File: src/hw/rtl/tnd_pkg.sv
// Shared types and constants for the thumbnail nearest-neighbor downscaler.
// No dependencies; every other file in hw/rtl but tnd_fifo refers to this package.
`timescale 1ns / 1ps

package tnd_pkg;

  // File header: 4 magic bytes, 32-bit width, 32-bit height.
  localparam int HdrBytes = 12;

  // Width of the dimension and area fields carried between the front and back
  // ends. Sized for the largest supported image edge of 4096.
  localparam int DimW  = 13;
  localparam int AreaW = 25;

  typedef enum logic [1:0] {
    StOk     = 2'd0,
    StMagic  = 2'd1,
    StDims   = 2'd2,
    StLength = 2'd3
  } status_e;

  typedef struct packed {
    logic [7:0] data_byte;
    logic       last_byte;
  } in_t;

  typedef struct packed {
    logic [31:0] pixel_bgra;
    logic        pixel_valid;
    logic        last_pixel;
    logic        done_res;
    status_e     status;
  } out_t;

  // One classified event from the front end: a finished source pixel, the end
  // of the file, or both.
  typedef struct packed {
    logic [31:0]      pix;
    logic             pix_ev;
    logic             done;
    status_e          status;
    logic [DimW-1:0]  width;
    logic [DimW-1:0]  edge_len;
    logic [AreaW-1:0] area;
  } ent_t;

  // Magic "K3T1", one byte per header position.
  function automatic logic [7:0] magic_byte(input logic [1:0] idx);
    logic [7:0] m;
    case (idx)
      2'd0:    m = 8'h4B;
      2'd1:    m = 8'h33;
      2'd2:    m = 8'h54;
      default: m = 8'h31;
    endcase
    return m;
  endfunction

endpackage

File: src/hw/rtl/tnd_fifo.sv
// Small register FIFO used between front and back ends and at the result side.
// Depends on nothing.
`timescale 1ns / 1ps

module tnd_fifo #(
  parameter int Width = 8,
  parameter int Depth = 4
) (
  input  logic             clk_i,
  input  logic             rst_ni,
  input  logic             push_i,
  input  logic [Width-1:0] wdata_i,
  input  logic             pop_i,
  output logic [Width-1:0] rdata_o,
  output logic             full_o,
  output logic             empty_o
);

  localparam int PtrW = (Depth > 1) ? $clog2(Depth) : 1;
  localparam int CntW = $clog2(Depth + 1);

  logic [Width-1:0] mem [Depth];
  logic [PtrW-1:0]  wr_q, wr_d, rd_q, rd_d;
  logic [CntW-1:0]  cnt_q, cnt_d;
  logic             do_push, do_pop;

  assign full_o  = (cnt_q == CntW'(Depth));
  assign empty_o = (cnt_q == '0);
  assign do_push = push_i & ~full_o;
  assign do_pop  = pop_i & ~empty_o;
  assign rdata_o = mem[rd_q];

  always_comb begin
    wr_d  = wr_q;
    rd_d  = rd_q;
    cnt_d = cnt_q;
    if (do_push) begin
      wr_d = (wr_q == PtrW'(Depth - 1)) ? '0 : wr_q + 1'b1;
    end
    if (do_pop) begin
      rd_d = (rd_q == PtrW'(Depth - 1)) ? '0 : rd_q + 1'b1;
    end
    case ({do_push, do_pop})
      2'b10:   cnt_d = cnt_q + 1'b1;
      2'b01:   cnt_d = cnt_q - 1'b1;
      default: cnt_d = cnt_q;
    endcase
  end

  always_ff @(posedge clk_i or negedge rst_ni) begin
    if (!rst_ni) begin
      wr_q  <= '0;
      rd_q  <= '0;
      cnt_q <= '0;
    end else begin
      wr_q  <= wr_d;
      rd_q  <= rd_d;
      cnt_q <= cnt_d;
    end
  end

  always_ff @(posedge clk_i) begin
    if (do_push) begin
      mem[wr_q] <= wdata_i;
    end
  end

endmodule

File: src/hw/rtl/tnd_front.sv
// Front end: header parse, error tracking, pixel assembly and end-of-file status.
// Depends on tnd_pkg. Holds the edge request register.
`timescale 1ns / 1ps

module tnd_front #(
  parameter int MAX_EDGE = 512,
  parameter int MIN_EDGE = 16
) (
  input  logic              clk_i,
  input  logic              rst_ni,
  input  logic              in_fire_i,
  input  tnd_pkg::in_t      in_data_i,
  input  logic              cfg_we_i,
  input  logic [15:0]       cfg_data_i,
  output logic              ent_push_o,
  output tnd_pkg::ent_t     ent_o
);

  localparam int WW = $clog2(MAX_EDGE + 1);
  localparam int AW = $clog2(MAX_EDGE * MAX_EDGE + 1);
  localparam int PW = $clog2(tnd_pkg::HdrBytes + 4 * MAX_EDGE * MAX_EDGE + 2);

  logic [PW-1:0]    pos_q, pos_d, pos_n;
  logic [31:0]      hdr_q, hdr_d, hdr_sh;
  logic [WW-1:0]    wid_q, wid_d, edge_q, edge_d, edge_c;
  logic [23:0]      asm_q, asm_d;
  tnd_pkg::status_e err_q, err_d, err_n, st;
  logic [PW-1:0]    endp_q;
  logic [AW-1:0]    area_q;
  logic [15:0]      req_q, req_lo;
  logic [2*WW-1:0]  sq, ew;
  logic [7:0]       b;
  logic             pix_ev, hdr_bad;

  assign b      = in_data_i.data_byte;
  assign hdr_sh = {b, hdr_q[31:8]};
  assign hdr_bad = (hdr_sh == 32'd0) || (hdr_sh > 32'(MAX_EDGE));
  assign req_lo = (req_q < 16'(MIN_EDGE)) ? 16'(MIN_EDGE) : req_q;
  assign edge_c = (req_lo > 16'(wid_q)) ? wid_q : req_lo[WW-1:0];
  assign sq     = (2*WW)'(wid_q) * (2*WW)'(wid_q);
  assign ew     = (2*WW)'(edge_q) * (2*WW)'(wid_q);

  always_comb begin
    pos_d  = pos_q;
    hdr_d  = hdr_q;
    wid_d  = wid_q;
    edge_d = edge_q;
    asm_d  = asm_q;
    err_n  = err_q;
    st     = tnd_pkg::StOk;
    pix_ev = 1'b0;
    pos_n  = (pos_q == '1) ? pos_q : pos_q + 1'b1;
    if (in_fire_i) begin
      if (pos_q < PW'(4)) begin
        if (b != tnd_pkg::magic_byte(pos_q[1:0]) && err_q == tnd_pkg::StOk) begin
          err_n = tnd_pkg::StMagic;
        end
      end else if (pos_q < PW'(tnd_pkg::HdrBytes)) begin
        hdr_d = hdr_sh;
        if (pos_q == PW'(7) && err_q == tnd_pkg::StOk) begin
          if (hdr_bad) begin
            err_n = tnd_pkg::StDims;
          end else begin
            wid_d = hdr_sh[WW-1:0];
          end
        end else if (pos_q == PW'(11) && err_q == tnd_pkg::StOk) begin
          if (hdr_bad || hdr_sh != 32'(wid_q)) begin
            err_n = tnd_pkg::StDims;
          end else begin
            edge_d = edge_c;
          end
        end
      end else if (err_q == tnd_pkg::StOk && pos_q < endp_q) begin
        // pixel data starts on a 4-byte boundary, so the low bits are the lane
        case (pos_q[1:0])
          2'd0:    asm_d[7:0]   = b;
          2'd1:    asm_d[15:8]  = b;
          2'd2:    asm_d[23:16] = b;
          default: begin
            pix_ev = 1'b1;
            asm_d  = '0;
          end
        endcase
      end
      pos_d = pos_n;
      if (in_data_i.last_byte) begin
        st = err_n;
        if (st == tnd_pkg::StOk &&
            (pos_n < PW'(tnd_pkg::HdrBytes) || pos_n != endp_q)) begin
          st = tnd_pkg::StLength;
        end
        pos_d  = '0;
        hdr_d  = '0;
        wid_d  = '0;
        edge_d = '0;
        asm_d  = '0;
        err_n  = tnd_pkg::StOk;
      end
    end
    err_d = err_n;
  end

  assign ent_push_o      = in_fire_i & (pix_ev | in_data_i.last_byte);
  assign ent_o.pix       = {b, asm_q};
  assign ent_o.pix_ev    = pix_ev;
  assign ent_o.done      = in_data_i.last_byte;
  assign ent_o.status    = st;
  assign ent_o.width     = tnd_pkg::DimW'(wid_q);
  assign ent_o.edge_len  = tnd_pkg::DimW'(edge_q);
  assign ent_o.area      = tnd_pkg::AreaW'(area_q);

  always_ff @(posedge clk_i or negedge rst_ni) begin
    if (!rst_ni) begin
      pos_q  <= '0;
      hdr_q  <= '0;
      wid_q  <= '0;
      edge_q <= '0;
      asm_q  <= '0;
      err_q  <= tnd_pkg::StOk;
      endp_q <= '0;
      area_q <= '0;
      req_q  <= 16'd256;
    end else begin
      pos_q  <= pos_d;
      hdr_q  <= hdr_d;
      wid_q  <= wid_d;
      edge_q <= edge_d;
      asm_q  <= asm_d;
      err_q  <= err_d;
      // file length and edge*width are registered from the stored header fields;
      // neither is needed before the pixel bytes start
      endp_q <= PW'(tnd_pkg::HdrBytes) + PW'({sq, 2'b00});
      area_q <= AW'(ew);
      if (cfg_we_i) begin
        req_q <= cfg_data_i;
      end
    end
  end

endmodule

File: src/hw/rtl/tnd_back.sv
// Back end: nearest-neighbor row/column selection by running compares.
// Depends on tnd_pkg. Emits at most one result per cycle, while the result FIFO has room.
`timescale 1ns / 1ps

module tnd_back #(
  parameter int MAX_EDGE = 512
) (
  input  logic          clk_i,
  input  logic          rst_ni,
  input  logic          ent_valid_i,
  input  tnd_pkg::ent_t ent_i,
  output logic          ent_pop_o,
  input  logic          res_full_i,
  output logic          res_push_o,
  output tnd_pkg::out_t res_o
);

  localparam int WW = $clog2(MAX_EDGE + 1);
  localparam int CW = (MAX_EDGE > 1) ? $clog2(MAX_EDGE) : 1;
  localparam int AW = $clog2(MAX_EDGE * MAX_EDGE + 1);

  typedef enum logic [1:0] {
    BkPixel  = 2'b01,
    BkStatus = 2'b10
  } bk_state_e;

  bk_state_e     state_q, state_d;
  logic [CW-1:0] col_q, col_d;
  logic [AW-1:0] ctgt_q, ctgt_d, cbase_q, cbase_d, rtgt_q, rtgt_d, rbase_q, rbase_d;
  logic [AW:0]   w_x, e_x, area_x;
  logic [WW-1:0] w_n;
  logic          go, row_sel, col_sel, sel, lp, col_end;

  assign w_n    = ent_i.width[WW-1:0];
  assign w_x    = (AW+1)'(w_n);
  assign e_x    = (AW+1)'(ent_i.edge_len[WW-1:0]);
  assign area_x = (AW+1)'(ent_i.area[AW-1:0]);
  assign go     = ent_valid_i & ~res_full_i;

  assign row_sel = {1'b0, rtgt_q} < ({1'b0, rbase_q} + e_x);
  assign col_sel = {1'b0, ctgt_q} < ({1'b0, cbase_q} + e_x);
  assign sel     = ent_i.pix_ev & row_sel & col_sel;
  assign lp      = (({1'b0, ctgt_q} + w_x) == area_x) && (({1'b0, rtgt_q} + w_x) == area_x);
  assign col_end = (WW'(col_q) + 1'b1) >= w_n;

  always_comb begin
    state_d    = state_q;
    col_d      = col_q;
    ctgt_d     = ctgt_q;
    cbase_d    = cbase_q;
    rtgt_d     = rtgt_q;
    rbase_d    = rbase_q;
    ent_pop_o  = 1'b0;
    res_push_o = 1'b0;
    res_o      = '0;
    if (go) begin
      case (state_q)
        BkStatus: begin
          res_push_o     = 1'b1;
          res_o.done_res = 1'b1;
          res_o.status   = ent_i.status;
          ent_pop_o      = 1'b1;
          state_d        = BkPixel;
          col_d   = '0;
          ctgt_d  = '0;
          cbase_d = '0;
          rtgt_d  = '0;
          rbase_d = '0;
        end
        default: begin
          if (ent_i.pix_ev) begin
            if (sel) begin
              res_push_o        = 1'b1;
              res_o.pixel_bgra  = ent_i.pix;
              res_o.pixel_valid = 1'b1;
              res_o.last_pixel  = lp;
              ctgt_d            = AW'({1'b0, ctgt_q} + w_x);
            end
            cbase_d = AW'({1'b0, cbase_q} + e_x);
            if (col_end) begin
              col_d   = '0;
              ctgt_d  = '0;
              cbase_d = '0;
              if (row_sel) begin
                rtgt_d = AW'({1'b0, rtgt_q} + w_x);
              end
              rbase_d = AW'({1'b0, rbase_q} + e_x);
            end else begin
              col_d = col_q + 1'b1;
            end
          end
          if (ent_i.done && sel) begin
            // pixel and status in one event: the status goes out later, from BkStatus
            state_d = BkStatus;
          end else begin
            ent_pop_o = 1'b1;
            if (ent_i.done) begin
              res_push_o     = 1'b1;
              res_o          = '0;
              res_o.done_res = 1'b1;
              res_o.status   = ent_i.status;
              col_d   = '0;
              ctgt_d  = '0;
              cbase_d = '0;
              rtgt_d  = '0;
              rbase_d = '0;
            end
          end
        end
      endcase
    end
  end

  always_ff @(posedge clk_i or negedge rst_ni) begin
    if (!rst_ni) begin
      state_q <= BkPixel;
      col_q   <= '0;
      ctgt_q  <= '0;
      cbase_q <= '0;
      rtgt_q  <= '0;
      rbase_q <= '0;
    end else begin
      state_q <= state_d;
      col_q   <= col_d;
      ctgt_q  <= ctgt_d;
      cbase_q <= cbase_d;
      rtgt_q  <= rtgt_d;
      rbase_q <= rbase_d;
    end
  end

endmodule

File: src/hw/rtl/thumbnail_nearest_downscaler_unit.sv
// Top level of the thumbnail nearest-neighbor downscaler.
// Depends on tnd_pkg, tnd_front, tnd_back and tnd_fifo.
//
//   channel   direction  handshake                  beat
//   --------  ---------  -------------------------  ----------------------------
//   input     in         push / full                one file byte (in_data_i)
//   result    out        empty / pop                one pixel or status result
//   config    in         cfg_valid_i / cfg_ready_o  requested edge (cfg_data_i)
//
// Input: one byte per clock is taken while full is low. A result reaches the
//   output ports through the event queue, then the registered result FIFO,
//   and can be popped once empty is low.
// The back end moves one result per clock while the result FIFO has room; a
//   file ending in a selected pixel adds a BkStatus pass the queue absorbs.
// Reset clears all control state; the requested edge returns to 256.
// Stalls: pop low fills the result FIFO, then the event queue; full rises
//   only once QUEUE_DEPTH events are waiting.
`timescale 1ns / 1ps

module thumbnail_nearest_downscaler_unit #(
  parameter int MAX_EDGE    = 512,
  parameter int MIN_EDGE    = 16,
  parameter int QUEUE_DEPTH = 4
) (
  input  logic          clk_i,
  input  logic          rst_ni,
  input  logic          push,
  output logic          full,
  input  tnd_pkg::in_t  in_data_i,
  output logic          empty,
  input  logic          pop,
  output tnd_pkg::out_t out_data_o,
  input  logic          cfg_valid_i,
  output logic          cfg_ready_o,
  input  logic [15:0]   cfg_data_i
);

  localparam int EntW = $bits(tnd_pkg::ent_t);
  localparam int ResW = $bits(tnd_pkg::out_t);

  logic           in_fire;
  logic           ent_push, ent_pop, ent_empty;
  tnd_pkg::ent_t  ent_w, ent_r;
  logic [EntW-1:0] ent_rd;
  logic           res_push, res_full;
  tnd_pkg::out_t  res_w;
  logic [ResW-1:0] res_rd;

  // register writes are only legal while idle, so the port never stalls
  assign cfg_ready_o = 1'b1;
  assign in_fire     = push & ~full;

  tnd_front #(
    .MAX_EDGE (MAX_EDGE),
    .MIN_EDGE (MIN_EDGE)
  ) u_front (
    .clk_i      (clk_i),
    .rst_ni     (rst_ni),
    .in_fire_i  (in_fire),
    .in_data_i  (in_data_i),
    .cfg_we_i   (cfg_valid_i & cfg_ready_o),
    .cfg_data_i (cfg_data_i),
    .ent_push_o (ent_push),
    .ent_o      (ent_w)
  );

  // event queue between classification and selection
  tnd_fifo #(
    .Width (EntW),
    .Depth (QUEUE_DEPTH)
  ) u_evq (
    .clk_i   (clk_i),
    .rst_ni  (rst_ni),
    .push_i  (ent_push),
    .wdata_i (ent_w),
    .pop_i   (ent_pop),
    .rdata_o (ent_rd),
    .full_o  (full),
    .empty_o (ent_empty)
  );

  assign ent_r = ent_rd;

  tnd_back #(
    .MAX_EDGE (MAX_EDGE)
  ) u_back (
    .clk_i       (clk_i),
    .rst_ni      (rst_ni),
    .ent_valid_i (~ent_empty),
    .ent_i       (ent_r),
    .ent_pop_o   (ent_pop),
    .res_full_i  (res_full),
    .res_push_o  (res_push),
    .res_o       (res_w)
  );

  // result FIFO keeps the back end running while the consumer holds off
  tnd_fifo #(
    .Width (ResW),
    .Depth (2)
  ) u_resq (
    .clk_i   (clk_i),
    .rst_ni  (rst_ni),
    .push_i  (res_push),
    .wdata_i (res_w),
    .pop_i   (pop),
    .rdata_o (res_rd),
    .full_o  (res_full),
    .empty_o (empty)
  );

  assign out_data_o = res_rd;

endmodule

File: config.mk
export PLATFORM = sky130hd
export DESIGN_NAME = thumbnail_nearest_downscaler_unit
export DESIGN_NICKNAME = d
export VERILOG_FILES = /design/src/hw/rtl/tnd_pkg.sv /design/src/hw/rtl/tnd_fifo.sv /design/src/hw/rtl/tnd_front.sv /design/src/hw/rtl/tnd_back.sv /design/src/hw/rtl/thumbnail_nearest_downscaler_unit.sv
export SDC_FILE = /design/constraint.sdc
export NUM_CORES = 1
export LEC_CHECK = 0
export CORE_MARGIN = 3
export CORE_UTILIZATION = 60
export DETAILED_ROUTE_END_ITERATION = 8
export DONT_BUFFER_PORTS = 1
export PLACE_DENSITY = 0.76
export SETUP_SLACK_MARGIN = 0.1
export SLEW_MARGIN = 0
export SYNTH_ARGS = -nofsm -noshare
export SYNTH_HDL_FRONTEND = slang
export SYNTH_SLANG_ARGS = --single-unit
File: constraint.sdc
create_clock -name clk_i -period 14.42 [get_ports clk_i]
set_input_delay 0 -clock clk_i [delete_from_list [all_inputs] [get_ports clk_i]]
set_output_delay 0 -clock clk_i [all_outputs]
set_load 0.03 [all_outputs]
# --- Word-level counts from Yosys, hierarchy flattened ---
# Memories as Yosys holds them, arrays and structs flattened.
# Index checks and enable logic that the tools add are counted.
classes:
  n_addsub: 16
  mul: 2
  n_div: 0
  n_lt_le_gt_ge: 10
  eq_ne: 27
  n_shift: 0
  n_mux: 100
  bitwise_logic: 14
  n_reduce_logical: 34
ops:
  columns: ["cell", "count"]
  rows:
  - ["2-to-1 mux 19 bit", 22]
  - ["2-to-1 mux 10 bit", 12]
  - ["2-to-1 mux 37 bit", 3]
  - ["2-to-1 mux 34 bit", 3]
  - ["2-to-1 mux 24 bit", 4]
  - ["2-to-1 mux 32 bit", 3]
  - ["adder 19 x 10 -> 20 bit", 4]
  - ["case mux 8 bit (2 select lines)", 3]
  - ["2-to-1 mux 9 bit", 5]
  - ["< comparator 21 x 4 -> 1 bit (second input constant)", 2]
  - ["2-to-1 mux 21 bit", 2]
  - ["== test 20 x 19 -> 1 bit", 2]
  - ["< comparator 19 x 20 -> 1 bit", 2]
  - ["multiplier 10 x 10 -> 19 bit", 2]
  - ["greater-than comparator 32 x 10 -> 1 bit (second input constant)", 1]
  - ["logical NOT 32 bit", 1]
  - ["2-to-1 mux 2 bit", 16]
  - ["!= test 32 x 10 -> 1 bit", 1]
  - ["adder 21 x 1 -> 21 bit (second input constant)", 1]
  - ["adder 4 x 21 -> 21 bit (first input constant)", 1]
  - ["== test 21 bit (second input constant)", 1]
  - ["== test 21 x 3 -> 1 bit (second input constant)", 1]
  - ["== test 21 x 4 -> 1 bit (second input constant)", 1]
  - ["< comparator 21 bit", 1]
  - ["other kinds (39)", 109]
totals:
  regBits: 253
  latchBits: 0
  ramBits: 374
  mem_bits_ro: 0
  in_bits: 30
  out_inout_bits: 40
  mem_count: 2
memory_table:
  columns: ["memory", "words", "word_bits", "read_ports", "rd_clocked_by_memory_dff", "write_ports", "line_no", "source"]
  rows:
  - ["u_evq.mem", 4, 75, 1, 0, 1, "tnd_fifo.sv:22", "logic [Width-1:0] mem [Depth];"]
  - ["u_resq.mem", 2, 37, 1, 0, 1, "tnd_fifo.sv:22", null]

# --- Longest topological paths before layout ---
# Gate-level depths: netlist of the first run.
logic_depth:
  depth_word: 14
  ltp_mapped: 34

# --- Cells and area by module ---
# Synthesis of the first run repeated with hierarchy kept, for this count alone.
unflattened:
  hier_cells: 3084
  hier_area_um2: 37967.7
modules_own_cells:
  columns: ["module", "instances", "cells_per_inst", "area_per_inst_um2", "seq_area_each_um2"]
  rows:
  - ["tnd_front", 1, 1516, 14064.7, 3604.7]
  - ["tnd_fifo (u_evq)", 1, 495, 12988.7, 10625.2]
  - ["tnd_back", 1, 936, 7936.4, 2178.3]
  - ["tnd_fifo (u_resq)", 1, 133, 2949.1, 2322.2]
  - ["thumbnail_nearest_downscaler_unit", 1, 4, 28.8, 0.0]

# --- Worst setup path before layout of the first run ---
# Ideal clock, no wire load.
synth_timing:
  kind: "register to register"
  startpoint: "register u_evq.rd_q[1]"
  endpoint: "memory u_resq.mem[0][0] in the netlist's numbering (enable)"
  setup_time_ps: 431
  arrival_time_ps: 7498
  setup_slack_ps: 6490
  path_stages_with_launch: 28
  n_path_buf: 7
  period_less_slack_ps: 7930
  path_cell_list: "dfrtp_1 -> buf_2 -> clkbuf_8 -> clkbuf_1 -> clkbuf_1 -> buf_1 -> clkbuf_1 -> mux4_2 -> ha_1 -> fa_1 -> a21oi_1 -> nor2b_1 -> o31a_1 -> o41ai_1 -> o21ai_0 -> nand2b_1 -> or2_2 -> xor2_1 -> ha_1 -> nand4_1 -> nor2_1 -> o2bb2ai_1 -> a21oi_1 -> a32o_1 -> o211a_1 -> buf_2 -> o21ai_0 -> nor2_1"
synth_between:
  elab_chain_cells: 14
synth_rtl:
  columns: ["element", "line_no", "source"]
  rows:
  - ["start: declaration", "tnd_fifo.sv:23", "logic [PtrW-1:0] wr_q, wr_d, rd_q, rd_d;"]
  - ["start signal: assignment", "tnd_fifo.sv:57", "rd_q <= rd_d;"]
  - ["memory read (4 x 75 bit) *", null, null]
  - ["adder 19 x 10 -> 20 bit", "tnd_back.sv:40", "assign row_sel = {1'b0, rtgt_q} < ({1'b0, rbase_q} + e_x);"]
  - ["< comparator 19 x 20 -> 1 bit", "tnd_back.sv:40", null]
  - ["bitwise AND 1 bit (2 in series)", "tnd_back.sv:42", "assign sel = ent_i.pix_ev & row_sel & col_sel;"]
  - ["2-to-1 mux 1 bit", "tnd_back.sv:72", "if (sel) begin"]
  - ["2-to-1 mux 1 bit", "tnd_back.sv:71", "if (ent_i.pix_ev) begin"]
  - ["2-to-1 mux 1 bit", "tnd_back.sv:97", "if (ent_i.done) begin"]
  - ["2-to-1 mux 1 bit *", "tnd_back.sv:92", "if (ent_i.done && sel) begin"]
  - ["2-to-1 mux 1 bit *", "tnd_back.sv:57", "case (state_q)"]
  - ["2-to-1 mux 1 bit *", "tnd_back.sv:56", "if (go) begin"]
  - ["bitwise AND 1 bit *", "tnd_fifo.sv:29", "assign do_push = push_i & ~full_o;"]
  - ["2-to-1 mux 1 bit *", "tnd_fifo.sv:63", "if (do_push) begin"]
  - ["2-to-1 mux 1 bit (not written as such) *", "tnd_fifo.sv:64", "mem[wr_q] <= wdata_i;"]
  - ["end: declaration", "tnd_fifo.sv:22", null]
# Every way passes the cells marked *; elsewhere a longest branch is shown, timed or not.

# --- Final worst setup path of the first run ---
layout_timing:
  startpoint: "register u_evq.rd_q[1]"
  endpoint: "memory u_resq.mem[1][21] in the netlist's numbering (enable)"
# The elaborated chain is that of the path after synthesis.

==> impl_table.tex, run 1 <==
\begin{tabular}{lr}
\hline
Metric & Value \\
\hline
\multicolumn{2}{l}{\textbf{Die}} \\
Row Count & 88 \\
Core region area & 0.0580 mm2 \\
Vert. Die Dim & 249 um \\
I/O pin count & 70 \\
Total die area & 0.0619 mm2 \\
Horiz. Die Dim & 249 um \\
Effective utilization at floorplan & 60.9\% \\
\multicolumn{2}{l}{\textbf{Timing}} \\
Highest Clock Rate & 137 MHz \\
Aggregate negative setup slack & 0 ps \\
RSZ-0062 raised after global routing & no \\
Largest clock skew in the final design & 27.1 ps \\
Count of final hold-check violations & 0 \\
Endpoints failing setup & 0 \\
Slew at the pin closest to its max-slew limit & 1260 ps \\
Relative slew margins & 16.2\% \\
Final hold slack & 32.7 ps \\
Final min period & 7280 ps \\
Final number of max-transition violations & 0 \\
Period utilisation layout & 50.5\% \\
\multicolumn{2}{l}{\textbf{Setup path}} \\
Kind of capture point of the worst setup path & flip-flop \\
Crit path launch type & flip-flop \\
Worst Path Class, Setup & flip-flop to flip-flop \\
Reg2reg path depth & 19 \\
Arrival time at the worst endpoint & 7510 ps \\
Endpoint of the worst register-to-register path & u\_resq.mem[1][21]\$\_DFFE\_PP\_ \\
Slowest cell on crit path & sky130\_fd\_sc\_hd\_\_nor2\_4 \\
Maximum net fanout on the critical path & 56 \\
Sum of buffers and inverters on the critical path & 2 \\
WP data required & 14650 ps \\
Cells along the critical path & buf\_4 -> mux4\_2 -> ha\_1 -> a21o\_1 -> a21oi\_1 -> nor2\_1 -> a31oi\_1 -> nor2\_1 -> and3\_1 -> xnor2\_1 -> ha\_1 -> a211oi\_1 -> o21ai\_0 -> a31oi\_1 -> or2\_2 -> o211a\_1 -> buf\_4 -> o21ai\_0 -> nor2\_4 \\
FF-to-FF Start & u\_evq.rd\_q[1]\$\_DFFE\_PN0P\_ \\
Slowest stage delay, CP & 950 ps \\
Register-to-register setup slack & 7140 ps \\
Crit-path leading delay family & compound AO/OA/AOI/OAI gates \\
\multicolumn{2}{l}{\textbf{Detailed routing}} \\
Highest Signal Layer & met5 \\
Detailed-route via count & 24000 \\
Wire length on met2 & 41.3 mm \\
Detail-routed net length per standard cell & 22.9 um \\
Post-route ant nets & 0 \\
Wire length on met3 & 5.99 mm \\
Number of DRC markers after the initial detailed-route iteration & 2193 \\
Vias per Instance & 6.41 \\
WL final & 85.8 mm \\
DRC Markers & 0 \\
Met1 WL & 36.1 mm \\
Drt pass-1 iters & 7 \\
\multicolumn{2}{l}{\textbf{GRT}} \\
Global-route wire length before repair & 138 mm \\
Global-route usage over all layers & 28.0\% \\
Overflow left after global routing & 0 \\
Number of global-route vias before repair & 24500 \\
Number of antenna violations at the first check in global routing & 2 \\
Pin count of the biggest net entering global routing & 243 \\
\multicolumn{2}{l}{\textbf{Pwr}} \\
Maximum vdd drop & 0.176 mV \\
Leakage & 16.6 nW \\
Ratio of total power to cell area & 172 mW/mm2 \\
\multicolumn{2}{l}{\textbf{CTS}} \\
Insertion delay of the later-clocked pin in the worst-skew pair & 620 ps \\
H-tree Lvls & 3 \\
Sinks on Clock Net & 616 \\
Maximum number of buffers from clock root to sink & 3 \\
Clock tree from TritonCTS & done \\
Number of instances resized during post-cts repair & 0 \\
Root buffer cell & sky130\_fd\_sc\_hd\_\_clkbuf\_16 \\
Clock transition time at the flip-flop clock pins of the worst setup and hold paths & 70 ps \\
Total setup buffers inserted after CTS & 0 \\
Total CTS buffers & 66 \\
\multicolumn{2}{l}{\textbf{Synth}} \\
Number of synthesis warnings & 0 \\
Net Count, Synth & 3292 \\
EDFF count, synth & 374 \\
Part of the Yosys area used for sequential elements & 48.9\% \\
Most common flop cell mapped by yosys & sky130\_fd\_sc\_hd\_\_edfxtp\_1 \\
Flip-flop and latch count after synthesis & 616 \\
Async S/R FF share, synth & 39.3\% \\
Count of distinct cell types in the synthesized netlist & 100 \\
Post-Synthesis Cell Area & 0.0353 mm2 \\
Gate Count Post-Synth & 2921 \\
Mean instance size in the synthesized netlist & 12.1 um2 \\
\multicolumn{2}{l}{\textbf{Run}} \\
Number of violations of the max-capacitance limit & 0 \\
\multicolumn{2}{l}{\textbf{Final layout}} \\
Area growth syn-to-layout & 9.48\% \\
Nets@finish & 3308 \\
Antenna Cells & 0 \\
Fraction of layout instances using a drive strength above 1 & 11.0\% \\
Number of fill cells in the layout & 4029 \\
\multicolumn{2}{l}{\textbf{Placement}} \\
Final HPWL DP & 58.2 mm \\
Number of I/O port buffers & 0 \\
Placer Congestion & 0.936 \\
\multicolumn{2}{l}{\textbf{Worst hold path}} \\
Worst hold path cell count & 6 \\
HP Start & in\_data\_i[4] \\
Endpoint of the worst hold-timing path & u\_front.err\_q[1]\$\_DFFE\_PN0P\_ \\
Tightest Hold Check Type & primary input to flip-flop \\
\multicolumn{2}{l}{\textbf{Run status}} \\
Status & completed \\
\hline
\end{tabular}
==> cell usage in the layout (no fill, tap or decap), types with 13 or more instances in the layout <==
cell	netlist	routed
sky130_fd_sc_hd__mux4_2	68	68
sky130_fd_sc_hd__and2_1	56	56
sky130_fd_sc_hd__mux2_2	64	64
sky130_fd_sc_hd__dlygate4sd3_1	0	46
sky130_fd_sc_hd__a22o_1	79	79
sky130_fd_sc_hd__nor4_1	24	24
sky130_fd_sc_hd__and3_1	70	70
sky130_fd_sc_hd__o21ai_0	152	152
sky130_fd_sc_hd__a21o_1	29	29
sky130_fd_sc_hd__nand2_1	236	236
sky130_fd_sc_hd__clkbuf_16	0	67
sky130_fd_sc_hd__dfrtp_1	240	238
sky130_fd_sc_hd__o21a_1	14	14
sky130_fd_sc_hd__nor2_1	138	136
sky130_fd_sc_hd__inv_1	197	197
sky130_fd_sc_hd__buf_4	5	33
sky130_fd_sc_hd__mux2i_1	30	30
sky130_fd_sc_hd__nor2b_1	19	15
sky130_fd_sc_hd__edfxtp_1	374	374
sky130_fd_sc_hd__nand2b_1	17	17
sky130_fd_sc_hd__clkbuf_1	91	13
sky130_fd_sc_hd__or3_1	13	13
sky130_fd_sc_hd__nor3_1	44	44
sky130_fd_sc_hd__nand4_1	27	27
sky130_fd_sc_hd__a21oi_1	100	100
sky130_fd_sc_hd__xor2_1	59	59
sky130_fd_sc_hd__fa_1	112	112
sky130_fd_sc_hd__nand3_1	54	54
sky130_fd_sc_hd__a31oi_1	26	26
sky130_fd_sc_hd__xnor2_1	94	94
sky130_fd_sc_hd__ha_1	229	229
==> tightest hold or removal path: cells and delay by family <==
family | cells | cell delay (ps)
AO/OA/AOI/OAI | 2 | 310
AND/OR/NAND/NOR | 4 | 290
==> final cells by class <==
class / count / area (um2) / share of cell area [%]
Clock buffer: 83 / 1770 / 4.57
Clock inverter: 36 / 379 / 0.980
Inverter: 201 / 754 / 1.95
Multi-Input combinational cell: 1971 / 16800 / 43.4
Sequential cell: 616 / 17300 / 44.7
Tap cell: 765 / 957 / 2.47
Timing Repair Buffer: 81 / 756 / 1.95
==> state kept, by name (all words and copies together), names as in the netlist, 21 cells and up <==
signal / cells
u_evq.mem: 300
u_front.asm_q: 24
u_front.hdr_q: 24
u_front.pos_q: 21
u_resq.mem: 74
==> cells in the mapped netlist (all sizes together), types with 72 or more instances <==
cell / n / area [um2]
clkbuf: 93 / 369
nand2: 236 / 886
inv: 197 / 739
nor2: 142 / 543
edfxtp: 374 / 11200
o21ai: 160 / 801
mux4: 72 / 1640
fa: 112 / 2240
a21oi: 101 / 509
xnor2: 94 / 823
a22o: 79 / 692
dfrtp: 240 / 6010
ha: 229 / 2870
==> cell families after synthesis <==
family	Yosys count	synth area share, %
and+or+nand+nor	753	10.8
DFF	616	48.9
AOI/OAI and AO/OA	554	10.7
adders and majority gates	343	14.5
buffers and inverters	334	3.75
muxes	166	7.52
xor gates and xnor gates	154	3.86
other	1	0.0106
==> what timing repair did <==
item,in CTS,in global routing
endpoints found under the setup margin,0,0
hold buffers,48,0
endpoints found under the hold margin,395,0
==> stage by stage <==
stage / instances / cell area (um2) / utilization (%) / total power [mW] / worst slack, ps
after detailed placement: 3586 / 36000 / 62.1 / 4.95 / 7150
final: 3753 / 38700 / 66.7 / 6.67 / 7140
after global routing: 3753 / 38700 / 66.7 / 7.00 / 6620
after floorplan: 2921 / 35300 / - / 4.28 / 6490
after global placement: 3586 / 36000 / 62.1 / 4.83 / 7370
after CTS: 3753 / 38700 / 66.7 / 6.68 / 7160
==> where the power goes <==
part	switching (mW)	internal [mW]	leakage [nW]	total (mW)
clock	0.735	0.943	1.03	1.68
combinational	1.63	0.902	8.74	2.53
sequential	0.186	2.27	6.83	2.46
==> layer usage <==
metal / global-route usage (%) / vias to the layer above
met4: 8.62 / 2
met5: 0 / -
met2: 45.2 / 976
met1: 39.8 / 12200
li1: - / 10700
met3: 4.31 / 168
==> worst max path at each step <==
stage | start | to | slack (ps) | cells after the start
4_1_cts | u_evq.rd_q[0]$_DFFE_PN0P_ | u_resq.mem[1][26]$_DFFE_PP_ | 7160 | 20
5_1_grt | u_evq.rd_q[0]$_DFFE_PN0P_ | u_resq.mem[1][14]$_DFFE_PP_ | 6620 | 20
3_3_place_gp | u_evq.rd_q[0]$_DFFE_PN0P_ | u_resq.mem[1][25]$_DFFE_PP_ | 7370 | 20
6_report | u_evq.rd_q[1]$_DFFE_PN0P_ | u_resq.mem[1][21]$_DFFE_PP_ | 7140 | 19
3_5_place_dp | u_evq.rd_q[0]$_DFFE_PN0P_ | u_resq.mem[1][25]$_DFFE_PP_ | 7150 | 20
2_1_floorplan | u_evq.rd_q[1]$_DFFE_PN0P_ | u_resq.mem[0][0]$_DFFE_PP_ | 6490 | 27
Power figures use the tool's default switching activity.
==> run 2, diff against run 1 <==
==> constraint.sdc (replaced) <==
create_clock -name clk_i -period 7 [get_ports clk_i]
set_input_delay 0 -clock clk_i [delete_from_list [all_inputs] [get_ports clk_i]]
set_output_delay 0 -clock clk_i [all_outputs]
set_load 0.03 [all_outputs]
==> impl_table.tex, run 2 (synthesized netlist as in run 1, its figures left out) <==
\begin{tabular}{lr}
\hline
Metric & Value \\
\hline
\multicolumn{2}{l}{\textbf{Timing}} \\
Relative slew margins & 18.1\% (+1.9 points) \\
Final min period & 6380 ps (-897 ps) \\
Final hold slack & -46.2 ps (-78.9 ps) \\
Slew at the pin closest to its max-slew limit & 1210 ps (-45.0 ps) \\
Final number of max-transition violations & 0 (unchanged) \\
Count of final hold-check violations & 18 (+18) \\
Largest clock skew in the final design & 41.5 ps (+14.3 ps) \\
RSZ-0062 raised after global routing & no \\
Period utilisation layout & 91.2\% (+41 points) \\
Highest Clock Rate & 157 MHz (+14\%) \\
Endpoints failing setup & 0 (unchanged) \\
Aggregate negative setup slack & 0 ps (unchanged) \\
\multicolumn{2}{l}{\textbf{Detailed routing}} \\
Number of DRC markers after the initial detailed-route iteration & 2261 (+3.1\%) \\
Detailed-route via count & 23900 (-0.45\%) \\
Met1 WL & 35.7 mm (-1.1\%) \\
Wire length on met3 & 6.13 mm (+2.3\%) \\
Post-route ant nets & 0 (unchanged) \\
DRC Markers & 0 (unchanged) \\
WL final & 86.1 mm (+0.29\%) \\
Vias per Instance & 6.37 (-0.50\%) \\
Drt pass-1 iters & 6 (-1) \\
Detail-routed net length per standard cell & 22.9 um (+0.24\%) \\
Highest Signal Layer & met5 \\
Wire length on met2 & 41.0 mm (-0.71\%) \\
\multicolumn{2}{l}{\textbf{Die}} \\
Core region area & 0.0580 mm2 (unchanged) \\
Total die area & 0.0619 mm2 (unchanged) \\
Row Count & 88 (unchanged) \\
Horiz. Die Dim & 249 um (unchanged) \\
Effective utilization at floorplan & 60.9\% (unchanged) \\
I/O pin count & 70 (unchanged) \\
Vert. Die Dim & 249 um (unchanged) \\
\multicolumn{2}{l}{\textbf{Run}} \\
Number of violations of the max-capacitance limit & 0 (unchanged) \\
\multicolumn{2}{l}{\textbf{GRT}} \\
Global-route usage over all layers & 28.0\% (about the same) \\
Pin count of the biggest net entering global routing & 243 (unchanged) \\
Number of global-route vias before repair & 24400 (-0.54\%) \\
Number of antenna violations at the first check in global routing & 2 (unchanged) \\
Overflow left after global routing & 0 (unchanged) \\
Global-route wire length before repair & 138 mm (about the same) \\
\multicolumn{2}{l}{\textbf{Pwr}} \\
Leakage & 16.7 nW (+0.46\%) \\
Ratio of total power to cell area & 360 mW/mm2 (+110\%) \\
Total chip power & 14.0 mW (+110\%) \\
Maximum vdd drop & 0.525 mV (+200\%) \\
\multicolumn{2}{l}{\textbf{Setup path}} \\
FF-to-FF Start & u\_evq.rd\_q[0]\$\_DFFE\_PN0P\_ \\
Crit path launch type & flip-flop \\
Worst Path Class, Setup & flip-flop to flip-flop \\
Arrival time at the worst endpoint & 6880 ps (-630 ps) \\
Endpoint of the worst register-to-register path & u\_evq.cnt\_q[2]\$\_DFFE\_PN0P\_ \\
Kind of capture point of the worst setup path & flip-flop \\
Maximum net fanout on the critical path & 16 (-71\%) \\
Register-to-register setup slack & 620 ps (-6520 ps) \\
Reg2reg path depth & 27 (+8) \\
WP data required & 7500 ps (-7150 ps) \\
\multicolumn{2}{l}{\textbf{Final layout}} \\
Area growth syn-to-layout & 9.95\% \\
Flip-flop count of the largest register, all copies and words added & 300 (unchanged) \\
Fraction of layout instances using a drive strength above 1 & 11.2\% (+0.16 points) \\
Leading cell type in the layout, fill and taps excluded & sky130\_fd\_sc\_hd\_\_edfxtp\_1 \\
Nets@finish & 3307 (-0.030\%) \\
Antenna Cells & 0 (unchanged) \\
Register with the highest flop count & u\_evq.mem \\
Commonest cells after routing, fill and taps aside & 374 x sky130\_fd\_sc\_hd\_\_edfxtp\_1, 238 x sky130\_fd\_sc\_hd\_\_dfrtp\_1, 236 x sky130\_fd\_sc\_hd\_\_nand2\_1 \\
Regs by FF count & u\_evq.mem: 300 flops, u\_resq.mem: 74 flops \\
\multicolumn{2}{l}{\textbf{Run status}} \\
Status & finished with violations \\
Failing checks & hold timing \\
\multicolumn{2}{l}{\textbf{CTS}} \\
Total setup buffers inserted after CTS & 0 (unchanged) \\
Clock tree from TritonCTS & done \\
Insertion delay of the later-clocked pin in the worst-skew pair & 620 ps (about the same) \\
Root buffer cell & sky130\_fd\_sc\_hd\_\_clkbuf\_16 \\
Sinks on Clock Net & 616 (unchanged) \\
H-tree Lvls & 3 (unchanged) \\
Total CTS buffers & 66 (unchanged) \\
Clock transition time at the flip-flop clock pins of the worst setup and hold paths & 60 ps (about the same) \\
Maximum number of buffers from clock root to sink & 3 (unchanged) \\
\multicolumn{2}{l}{\textbf{Placement}} \\
Final HPWL DP & 57.9 mm (-0.46\%) \\
Number of I/O port buffers & 0 (unchanged) \\
Placer Congestion & 0.913 (-2.5\%) \\
\multicolumn{2}{l}{\textbf{Worst hold path}} \\
Tightest Hold Check Type & primary input to async pin \\
\hline
\end{tabular}
## run 2: cell types whose count changed in the layout (fill, tap and decap cells not counted), moves of 2 or more
cell and delta:
sky130_fd_sc_hd__clkinv_1 +2, sky130_fd_sc_hd__bufinv_16 +3, sky130_fd_sc_hd__clkinv_2 -5, sky130_fd_sc_hd__clkinvlp_4 -2, sky130_fd_sc_hd__o21ai_0 -2, sky130_fd_sc_hd__clkinv_8 +2
sky130_fd_sc_hd__dlygate4sd3_1 -2, sky130_fd_sc_hd__o21ai_1 +2, sky130_fd_sc_hd__clkbuf_1 -3, sky130_fd_sc_hd__clkinv_4 +4, sky130_fd_sc_hd__clkbuf_8 +3
## run 2: stage by stage
step           worst slack, ps  instances  area, um2  utilization (%)
3_3_place_gp               717       3586      36100             62.1
6_report                   619       3755      38900             67.0
2_1_floorplan              211       2921      35400                -
3_5_place_dp               621       3586      36100             62.1
5_1_grt                    117       3755      38900             67.0
4_1_cts                    524       3754      38800             66.9
## run 2: power breakdown
part / switching (mW) / leakage [nW] / internal (mW) / total (mW)
registers: 0.421 / 6.83 / 4.68 / 5.10
logic: 3.39 / 8.74 / 1.88 / 5.27
clock network: 1.53 / 1.10 / 2.11 / 3.64
## run 2: critical path: stages, from the launching register on
cell and delay (ps):
sky130_fd_sc_hd__dfrtp_4 610, sky130_fd_sc_hd__mux4_2 440, sky130_fd_sc_hd__ha_1 200, sky130_fd_sc_hd__inv_1 60, sky130_fd_sc_hd__fa_1 410, sky130_fd_sc_hd__nor2b_1 160
sky130_fd_sc_hd__o2111ai_1 140, sky130_fd_sc_hd__and3_1 200, sky130_fd_sc_hd__o31ai_1 510, sky130_fd_sc_hd__and2_1 340, sky130_fd_sc_hd__nand2_1 140, sky130_fd_sc_hd__xnor2_1 160
sky130_fd_sc_hd__ha_1 260, sky130_fd_sc_hd__or3_1 310, sky130_fd_sc_hd__a21oi_1 170, sky130_fd_sc_hd__o21ai_0 90, sky130_fd_sc_hd__a31oi_1 230, sky130_fd_sc_hd__or2_2 160
sky130_fd_sc_hd__o211a_1 220, sky130_fd_sc_hd__nand2_1 80, sky130_fd_sc_hd__o21ai_0 360, sky130_fd_sc_hd__inv_1 90, sky130_fd_sc_hd__ha_1 240, sky130_fd_sc_hd__inv_1 80
sky130_fd_sc_hd__fa_1 190, sky130_fd_sc_hd__xor2_1 170, sky130_fd_sc_hd__nor2_1 70, sky130_fd_sc_hd__xor2_1 140
## run 2: repair_timing
item | CTS | global route
hold endpoints to repair | 395 | 0
resized for setup | 0 | 1
setup endpoints to repair | 0 | 4
hold buffers | 46 | 0
## run 2: how the worst max path moves through the flow
stage                                   start                          to
floorplan           u_evq.rd_q[1]$_DFFE_PN0P_  u_evq.cnt_q[2]$_DFFE_PN0P_
global placement    u_evq.rd_q[0]$_DFFE_PN0P_  u_evq.cnt_q[2]$_DFFE_PN0P_
detailed placement  u_evq.rd_q[0]$_DFFE_PN0P_  u_evq.cnt_q[2]$_DFFE_PN0P_
CTS                 u_evq.rd_q[0]$_DFFE_PN0P_  u_evq.cnt_q[2]$_DFFE_PN0P_
global route        u_evq.rd_q[0]$_DFFE_PN0P_  u_resq.mem[1][3]$_DFFE_PP_
finish              u_evq.rd_q[0]$_DFFE_PN0P_  u_evq.cnt_q[2]$_DFFE_PN0P_
## run 2: layout make-up
cell class              instances  area, um2
multi-input cells            1971      16800
clock inverters                38        468
well taps                     765        957
flip-flops and latches        616      17300
repair buffers                 80        776
inverters                     201        754
clock buffers                  84       1820
fillers                      4029      19200
## run 2: per-layer routing
layer  track usage (%)  vias to the layer above
met4              10.9                        4
met5                 0                        -
li1                  -                    10700
met3              4.74                      213
met2              44.9                      975
met1              38.7                    12000
